--- src/sv/mbps_pkg.sv ---
// Shared types and constants of the masked byte pattern scanner.
// Used by the top level and by its checker; no dependencies.
package mbps_pkg;

	localparam int PAT_REG_BYTES    = 16;
	localparam int DEF_MAX_PATTERN  = 16;
	localparam int DEF_MAX_CAPTURE  = 8;
	localparam int DEF_OFFSET_WIDTH = 32;
	localparam int CFG_INDEX_W      = 3;
	localparam int CFG_DATA_W       = 64;

	localparam logic REC_MATCH   = 1'b0;
	localparam logic REC_SUMMARY = 1'b1;

	typedef enum logic [CFG_INDEX_W-1:0] {
		CFG_PATTERN_LOW  = 3'd0,
		CFG_PATTERN_HIGH = 3'd1,
		CFG_CARE_MASK    = 3'd2,
		CFG_PATTERN_LEN  = 3'd3,
		CFG_CAPTURE_BEG  = 3'd4,
		CFG_CAPTURE_LEN  = 3'd5,
		CFG_FIND_ALL     = 3'd6
	} cfg_reg_t;

	typedef struct packed {
		logic [7:0] data_byte;
		logic       scan_start;
		logic       end_of_region;
	} in_item_t;

	typedef struct packed {
		logic        record_kind;
		logic        hit_flag;
		logic [31:0] match_offset;
		logic [63:0] capture_value;
		logic        last_of_run;
	} out_item_t;

endpackage

--- src/sv/masked_byte_pattern_scanner.sv ---
// A byte is accepted into the input register, scanned from there into the scan state and the
// result queue, and its results can be taken from the result queue.
// Throughput: one byte per cycle, set by the combinational window compare; bytes stall
// only while three or more results wait in the four-entry result queue.
// Reset (arst_n low) clears the configuration, the input valid flag, the scan state and the result queue.
// Depends on mbps_pkg.
module masked_byte_pattern_scanner
	import mbps_pkg::*;
#(
	parameter int MAX_PATTERN       = DEF_MAX_PATTERN,
	parameter int MAX_CAPTURE_BYTES = DEF_MAX_CAPTURE,
	parameter int OFFSET_WIDTH      = DEF_OFFSET_WIDTH
) (
	input  logic                   clk,
	input  logic                   arst_n,
	input  logic                   byte_valid,
	output logic                   byte_ready,
	input  in_item_t               byte_item,
	output logic                   rec_valid,
	input  logic                   rec_ready,
	output out_item_t              rec_item,
	input  logic                   cfg_we,
	input  logic [CFG_INDEX_W-1:0] cfg_index,
	input  logic [CFG_DATA_W-1:0]  cfg_data
);

	localparam int IDX_W     = (MAX_PATTERN > 1) ? $clog2(MAX_PATTERN) : 1;
	localparam int FILL_W    = $clog2(MAX_PATTERN + 1);
	localparam int RES_DEPTH = 4;
	localparam int PTR_W     = $clog2(RES_DEPTH);
	localparam int CNT_W     = $clog2(RES_DEPTH + 1);

	// Configuration registers
	logic [63:0] pat_lo_q, pat_hi_q;
	logic [15:0] care_q;
	logic [4:0]  plen_q;
	logic [3:0]  cap_begin_q, cap_len_q;
	logic        find_all_q;

	always_ff @(posedge clk or negedge arst_n) begin
		if (!arst_n) begin
			pat_lo_q    <= '0;
			pat_hi_q    <= '0;
			care_q      <= '0;
			plen_q      <= '0;
			cap_begin_q <= '0;
			cap_len_q   <= '0;
			find_all_q  <= 1'b0;
		end else if (cfg_we) begin
			case (cfg_index)
				CFG_PATTERN_LOW:  pat_lo_q    <= cfg_data;
				CFG_PATTERN_HIGH: pat_hi_q    <= cfg_data;
				CFG_CARE_MASK:    care_q      <= cfg_data[15:0];
				CFG_PATTERN_LEN:  plen_q      <= cfg_data[4:0];
				CFG_CAPTURE_BEG:  cap_begin_q <= cfg_data[3:0];
				CFG_CAPTURE_LEN:  cap_len_q   <= cfg_data[3:0];
				CFG_FIND_ALL:     find_all_q  <= cfg_data[0];
				default: ;
			endcase
		end
	end

	logic [8*PAT_REG_BYTES-1:0] pat_bytes;
	assign pat_bytes = {pat_hi_q, pat_lo_q};

	// Input register
	in_item_t item_s1;
	logic     valid_s1;
	logic     advance;
	logic [CNT_W-1:0] count_q;

	assign advance    = valid_s1 && (count_q <= CNT_W'(RES_DEPTH - 2));
	assign byte_ready = !valid_s1 || advance;

	always_ff @(posedge clk or negedge arst_n) begin
		if (!arst_n) begin
			valid_s1 <= 1'b0;
		end else if (byte_valid && byte_ready) begin
			valid_s1 <= 1'b1;
		end else if (advance) begin
			valid_s1 <= 1'b0;
		end
	end

	always_ff @(posedge clk) begin
		if (byte_valid && byte_ready) begin
			item_s1 <= byte_item;
		end
	end

	// Scan state
	logic [7:0]              win_q [MAX_PATTERN];
	logic [FILL_W-1:0]       fill_q;
	logic [OFFSET_WIDTH-1:0] pos_q;
	logic                    any_q, stopped_q;

	logic [7:0]              win_eff [MAX_PATTERN];
	logic [7:0]              win_new [MAX_PATTERN];
	logic [FILL_W-1:0]       fill_eff, fill_new;
	logic [OFFSET_WIDTH-1:0] pos_eff, off_w;
	logic [63:0]             off_ext;
	logic                    any_eff, stop_eff, start;
	logic                    len_ok, match_hit, go, has_match, has_sum;
	logic [3:0]              cl_eff;
	logic [63:0]             capture;
	out_item_t               match_rec, sum_rec;

	// A scan start clears the state before the byte itself is scanned.
	assign start    = item_s1.scan_start;
	assign fill_eff = start ? '0 : fill_q;
	assign pos_eff  = start ? '0 : pos_q;
	assign any_eff  = start ? 1'b0 : any_q;
	assign stop_eff = start ? 1'b0 : stopped_q;

	always_comb begin
		win_new[0] = item_s1.data_byte;
		for (int k = 0; k < MAX_PATTERN; k++) begin
			win_eff[k] = start ? 8'h00 : win_q[k];
		end
		for (int k = 1; k < MAX_PATTERN; k++) begin
			win_new[k] = win_eff[k-1];
		end
	end

	assign fill_new = (fill_eff == FILL_W'(MAX_PATTERN)) ? fill_eff : fill_eff + FILL_W'(1);
	assign len_ok   = (plen_q != 5'd0) && (7'(plen_q) <= 7'(MAX_PATTERN))
		&& (7'(fill_new) >= 7'(plen_q));

	// Pattern byte i sits at window position plen-1-i, the newest byte at 0.
	always_comb begin
		logic [6:0] widx;
		logic [7:0] wbyte;
		match_hit = len_ok;
		for (int i = 0; i < PAT_REG_BYTES; i++) begin
			widx  = 7'(plen_q) - 7'd1 - 7'(i);
			wbyte = 8'h00;
			if (widx < 7'(MAX_PATTERN)) begin
				wbyte = win_new[widx[IDX_W-1:0]];
			end
			if (care_q[i] && (7'(i) < 7'(plen_q)) && (wbyte != pat_bytes[8*i +: 8])) begin
				match_hit = 1'b0;
			end
		end
	end

	assign cl_eff = (cap_len_q > 4'(MAX_CAPTURE_BYTES)) ? 4'(MAX_CAPTURE_BYTES) : cap_len_q;

	always_comb begin
		logic [6:0] pidx, cidx;
		logic [7:0] cbyte;
		capture = '0;
		for (int j = 0; j < MAX_CAPTURE_BYTES; j++) begin
			pidx  = 7'(cap_begin_q) + 7'(j);
			cidx  = 7'(plen_q) - 7'd1 - pidx;
			cbyte = 8'h00;
			if ((4'(j) < cl_eff) && (pidx < 7'(plen_q)) && (cidx < 7'(MAX_PATTERN))) begin
				cbyte = win_new[cidx[IDX_W-1:0]];
			end
			capture[8*j +: 8] = cbyte;
		end
	end

	assign off_w   = pos_eff - OFFSET_WIDTH'(plen_q) + OFFSET_WIDTH'(1);
	assign off_ext = 64'(off_w);

	assign go        = advance && !stop_eff;
	assign has_match = go && match_hit;
	assign has_sum   = go && item_s1.end_of_region && !(has_match && !find_all_q);

	always_comb begin
		match_rec               = '0;
		match_rec.record_kind   = REC_MATCH;
		match_rec.hit_flag      = 1'b1;
		match_rec.match_offset  = off_ext[31:0];
		match_rec.capture_value = capture;
		match_rec.last_of_run   = !find_all_q;
		sum_rec                 = '0;
		sum_rec.record_kind     = REC_SUMMARY;
		sum_rec.hit_flag        = any_eff || has_match;
		sum_rec.last_of_run     = 1'b1;
	end

	always_ff @(posedge clk or negedge arst_n) begin
		if (!arst_n) begin
			for (int k = 0; k < MAX_PATTERN; k++) begin
				win_q[k] <= 8'h00;
			end
			fill_q    <= '0;
			pos_q     <= '0;
			any_q     <= 1'b0;
			stopped_q <= 1'b0;
		end else if (go) begin
			win_q     <= win_new;
			fill_q    <= fill_new;
			pos_q     <= pos_eff + OFFSET_WIDTH'(1);
			any_q     <= any_eff || has_match;
			stopped_q <= (has_match && !find_all_q) || item_s1.end_of_region;
		end
	end

	// Result queue: up to two items enter per byte, at most one leaves per cycle, when rec_ready is high.
	out_item_t        res_q [RES_DEPTH];
	logic [PTR_W-1:0] wr_q, rd_q;
	logic [1:0]       push_n;
	logic             pop;

	assign push_n    = {1'b0, has_match} + {1'b0, has_sum};
	assign rec_valid = (count_q != '0);
	assign rec_item  = res_q[rd_q];
	assign pop       = rec_valid && rec_ready;

	always_ff @(posedge clk or negedge arst_n) begin
		if (!arst_n) begin
			wr_q    <= '0;
			rd_q    <= '0;
			count_q <= '0;
		end else begin
			wr_q    <= wr_q + PTR_W'(push_n);
			rd_q    <= rd_q + PTR_W'(pop);
			count_q <= count_q + CNT_W'(push_n) - CNT_W'(pop);
		end
	end

	always_ff @(posedge clk) begin
		if (has_match) begin
			res_q[wr_q] <= match_rec;
		end
		if (has_sum) begin
			res_q[wr_q + PTR_W'(has_match)] <= sum_rec;
		end
	end

endmodule

--- config.mk ---
export PLATFORM = sky130hd
export DESIGN_NAME = masked_byte_pattern_scanner
export DESIGN_NICKNAME = d
export VERILOG_FILES = /design/src/sv/mbps_pkg.sv /design/src/sv/masked_byte_pattern_scanner.sv
export SDC_FILE = /design/constraint.sdc
export NUM_CORES = 2
export LEC_CHECK = 0
export BUFFER_PORTS_ARGS = -buffer_cell sky130_fd_sc_hd__buf_2
export CELL_PAD_IN_SITES_DETAIL_PLACEMENT = 0
export CELL_PAD_IN_SITES_GLOBAL_PLACEMENT = 1
export CORE_ASPECT_RATIO = 0.9
export CORE_UTILIZATION = 54
export DETAILED_ROUTE_END_ITERATION = 16
export PLACE_DENSITY_LB_ADDON = 0.1
export SLEW_MARGIN = 20
export SYNTH_ARGS = -nofsm -noshare
export SYNTH_HDL_FRONTEND = slang
export SYNTH_SLANG_ARGS = --single-unit
--- constraint.sdc ---
create_clock -name clk -period 17.2 [get_ports clk]
set_clock_uncertainty 0.2 [all_clocks]
set_input_delay 1.72 -clock clk [delete_from_list [all_inputs] [get_ports clk]]
set_output_delay 1.72 -clock clk [all_outputs]
set_load 0.1 [all_outputs]
Word-level counts from Yosys, hierarchy flattened
Memories as Yosys holds them, arrays and structs flattened.
Index checks and enable logic that the tools add are counted.
W data, S select, Z words.
- register bits: 335
- bits in latches: 0
- bits in writable memories: 396
- memory bits (read-only): 0
- output and inout bits: 101
- memories kept: 1
- memories (memory ; words ; width ; read ports ; clocked after memory_dff ; write ports ; line ; RTL):
    res_q ; 4 ; 99 ; 1 ; 0 ; 2 ; masked_byte_pattern_scanner.sv:202 ; out_item_t res_q [RES_DEPTH];
- $add $sub $neg: 41
- multipliers: 0
- div/mod/pow operators: 0
- $lt $le $gt $ge: 84
- equality and inequality tests: 23
- shifts and indexed selects: 0
- muxes and demuxes: 139
- bitwise gates (word level): 24
- reduce and logical (&&, ||, !) cells: 76
- operators with widths (cell ; number):
    $bmux W8 S4 ; 24
    $mux W8 ; 87
    $lt A7 B5 Y1 const B ; 24
    $ne A8 B8 Y1 ; 16
    $ge A5 B5 Y1 const B ; 24
    $not A4 Y5 ; 24
    $add A32 B1 Y32 const B ; 2
    $logic_and A1 B1 Y1 ; 58
    $sub A7 B4 Y7 const B ; 8
    $sub A7 B5 Y7 ; 6
    $lt A4 B5 Y1 const A ; 8
    $lt A5 B5 Y1 ; 7
    $mux W32 ; 1
    $sub A32 B5 Y32 ; 1
    $sub A7 B3 Y7 const B ; 4
    $mux W1 ; 24
    $add A4 B3 Y5 const B ; 4
    $lt A3 B5 Y1 const A ; 4
    $lt A3 B4 Y1 const A ; 4
    $reduce_and A2 Y1 ; 7
    $sub A7 B2 Y7 const B ; 2
    $add A4 B2 Y5 const B ; 2
    $lt A1 B5 Y1 const A ; 2
    $lt A2 B5 Y1 const A ; 2
    other kinds (30) ; 42

Longest topological paths before layout
- depth in word-level cells: 31
- mapped depth: 33
- gate-level depth less buffers: 24

Worst setup path before layout
OpenSTA, ideal clock, no wires.
- path type: reg-to-reg
- start point: reg plen_q[0]
- end point: mem res_q[2][97] (netlist name), enable pin
- setup time: 0.292 ns
- arrival: 6.739 ns
- required time: 16.708 ns
- setup slack: 9.968 ns
- stages on the path, launching flop included: 29
- path through: dfrtp_1 buf_6 buf_6 buf_4 inv_1 ha_1 buf_2 xor2_4 buf_2 buf_2 ha_1 or2_2 clkbuf_1 clkbuf_1 buf_1 o221ai_1 o21ai_1 a222oi_1 o221ai_1 a311oi_1 a31oi_1 a2111oi_2 nand4_2 nor3_4 ha_1 xnor2_1 a2111oi_4 buf_2 nand2b_1
- RTL lines (what ; line ; RTL):
    start: declaration ; masked_byte_pattern_scanner.sv:36 ; logic [4:0] plen_q;
    start signal: assignment ; masked_byte_pattern_scanner.sv:54 ; CFG_PATTERN_LEN: plen_q <= cfg_data[4:0];
    end: declaration ; masked_byte_pattern_scanner.sv:202 ;

==> key figures <==
Run status
  • Result of the run: complete, no violations

Cells and area
  • Finished Cell Area: 53400 sq um
  • Layout cells sized above 1: 16.7%
  • Layout Nets: 5355
  • Fillers: 7932
  • Final Util: 59.4%
  • Final Non-Filler Cells: 6406
  • Area Overhead vs Synth: 8.29%
  • Antenna cells: 0

Logic synthesis
  • Seq cells post-synth: 731
  • Post-Synthesis Cells: 5156
  • Count leader, synth: mux2i_1
  • Post-synth ARST share: 44.5%
  • Synth Warn #: 0
  • Syn Nets: 5386
  • Largest area contributor in the synthesized netlist: dfrtp_1
  • Syn Area/Cell: 9.56 sq um
  • Top cells by area, synth: dfrtp_1, dfxtp_1, mux2i_1, mux4_2, nor2_1
  • Seq/Total Area, Yosys: 33.3%
  • Mapped Area: 49300 sq um
  • Area fraction of the dominant cell type after synthesis: 16.5%
  • Post-synth EDFFs: 14
  • Unique cell type count in the Yosys netlist: 111
  • Post-synth top flop: dfxtp_1
  • Synth top cells by count: mux2i_1, nor2_1, nand2_1, dfxtp_1, dfrtp_1

Worst setup path
  • CP required: 17390 ps
  • Crit path arrival time: 10640 ps
  • Worst R2R Setup Slack: 6740 ps
  • Critical Path Start Type: flip-flop
  • Setup crit end kind: flip-flop
  • Crit Path Max Fanout: 77
  • Crit Path Class: reg -> reg

Power
  • Sequential share of power: 27.1%
  • Combinational share of power: 51.4%
  • Final Power: 8.29 mW
  • Switching portion of total power: 46.1%
  • Pwr dens: 155 nW/um^2
  • Clock power frac: 21.4%
  • LEAKAGE: 22.0 nW
  • Cell-internal power: 4.47 mW
  • Maximum vdd ir drop: 176 uV
  • P_sw: 3.82 mW

Clock tree
  • Inserted Clock Buffers: 79
  • Hold Buf Count CTS: 0
  • Root buf cell: clkbuf_16
  • CTS Buffer Depth: 3
  • Setup bufs post-CTS: 0
  • CTS tree: done
  • Worst skew pair latency: 670 ps
  • Clock sink count: 731
  • Htree depth: 3
  • Clock-pin slew on the worst setup and hold paths: 70 ps
  • Resized Gates After CTS: 0

Die
  • Boundary pin count: 183
  • Row count: 104
  • Die Ht: 289 um
  • Initial Utilization: 54.8%
  • Core ar.: 89900 sq um
  • Die footprint: 92500 sq um
  • Die Width: 320 um

Timing
  • Unrepaired setup endpoints after global routing: no
  • Tcrit/Tclk final: 60.8%
  • Worst relative slew slack: 12.6%
  • Fmax achieved: 95.6 MHz
  • Sum of negative setup slack: 0 ps
  • Final min period: 10460 ps
  • Final Hold Viols: 0
  • Final setup viols: 0
  • Fin. max-slew vios: 0
  • Slew @ Worst Pin: 1310 ps

GRT
  • Initial antenna violation count: 1
  • M3 GR Usage: 6.16%
  • Vias in the first global route: 38600
  • GRT overflow: 0
  • GRT Max-Usage Layer: met2
  • Largest net degree at the start of global routing: 153
  • Met1 Usage GRT: 50.7%
  • Met2 usage: 51.8%
  • First-pass GRT wire length: 250000 um
  • Gr usage total: 35.4%

Min path
  • Hold WC Path Type: reg -> reg

Placement
  • Placed Area: 50700 sq um
  • Port buffer count: 182
  • # placed instances: 6263
  • GP Congestion: 1.02
  • Post-DP HPWL: 120000 um

Detailed routing
  • Routed len/inst: 26.0 um
  • Vias/cell: 6.53
  • Initial drt markers: 4755
  • Drt drc: 0
  • WL final: 167000 um
  • DRT Pass-1 Iters: 9
  • ANT nets after route: 0
  • Vias: 41800

Job
  • Max Cap Violations: 0
-- metrics by stage --
stage                     setup WS (ps)  hold slack, ps
after floorplan                    9970             219
after global placement             7250             231
after detailed placement           7060             234
after CTS                          7060             243
after global routing               6440             278
final                              6740             252
-- worst max-delay path: stages, from the launching register on --
cell	delay, ps
dfrtp_4	940
inv_1	360
ha_1	590
xor2_4	270
buf_4	630
ha_1	220
buf_4	240
or2_2	800
o22ai_1	180
o22ai_1	500
o22ai_1	130
or3_1	400
a311oi_1	320
a31oi_1	180
a2111oi_2	670
nand4_2	390
nor3_4	770
ha_1	330
xor2_1	170
a2111oi_4	310
buf_4	380
buf_4	810
nand2b_1	210
-- final timing paths --
check	startpoint	to	cells past startpoint
max in group asynchronous	arst_n	rd_q[0]$_DFF_PN0_	2
hold / removal	res_q[0][98]$_SDFFE_PP1P_	res_q[0][98]$_SDFFE_PP1P_	2
hold reg to reg	res_q[0][98]$_SDFFE_PP1P_	res_q[0][98]$_SDFFE_PP1P_	2
setup / recovery	plen_q[0]$_DFFE_PN0P_	res_q[1][97]$_DFFE_PP_	22
min in group asynchronous	arst_n	pat_lo_q[53]$_DFFE_PN0P_	1
setup reg to reg	plen_q[0]$_DFFE_PN0P_	res_q[1][97]$_DFFE_PP_	22
-- area by class of cell --
| class | instances | area (sq um) | share of cell area (%) |
|---|---|---|---|
| multi-input cells | 3934 | 30800 | 57.7 |
| flip-flops and latches | 731 | 16400 | 30.7 |
| clock buffers | 107 | 2240 | 4.21 |
| well taps | 1219 | 1530 | 2.86 |
| repair buffers | 247 | 1460 | 2.73 |
| inverters | 132 | 498 | 0.933 |
| clock inverters | 36 | 452 | 0.846 |
-- routing by layer --
layer	up-vias	wire, um
li1	18900	-
met1	20500	73200
met2	2028	71000
met3	390	13600
met4	2	8980
met5	-	13
-- cells in the final DEF, fill, tap and decap left out, types with 42 or more instances in the layout --
cell type	instances
nand3_1	59
buf_4	61
dfxtp_1	392
nand2b_1	48
o21ai_0	255
a21oi_1	210
buf_2	181
o22ai_1	105
mux2_2	192
mux2i_1	638
a22oi_1	43
clkbuf_16	81
mux4_2	228
ha_1	140
xor2_1	51
nor3_1	135
nand2_1	489
nor2b_1	42
dfrtp_1	321
nor2_1	615
inv_1	125
xnor2_1	76
-- registers in the layout, summed over array words and instances, names as in the netlist, 5 cells and up --
| register | cells |
|---|---|
| fill_q | 5 |
| pat_lo_q | 64 |
| care_q | 16 |
| item_s1 | 9 |
| plen_q | 5 |
| res_q | 396 |
| pat_hi_q | 64 |
| pos_q | 32 |
| win_q | 120 |
-- logic make-up (layout without fill, tap and decap cells) --
| logic type | Yosys count | in the layout | synth area share, % |
|---|---|---|---|
| simple gates | 1583 | 1583 | 14.4 |
| flops | 731 | 731 | 33.3 |
| xor+xnor | 135 | 135 | 2.56 |
| mux | 1061 | 1061 | 27.8 |
| buf+inv | 491 | 522 | 4.50 |
| compound gates | 1000 | 1000 | 13.5 |
| fa+ha+maj | 155 | 155 | 3.99 |
-- power by group through the flow --
stage	combinational, mW	sequential [mW]	clock, mW
floorplan	3.21	2.09	0
global placement	4.15	2.26	0
detailed placement	4.18	2.27	0
CTS	4.19	2.24	1.81
global route	4.53	2.27	1.87
finish	4.26	2.25	1.78
No activity file was read; power rests on OpenSTA's default activity.
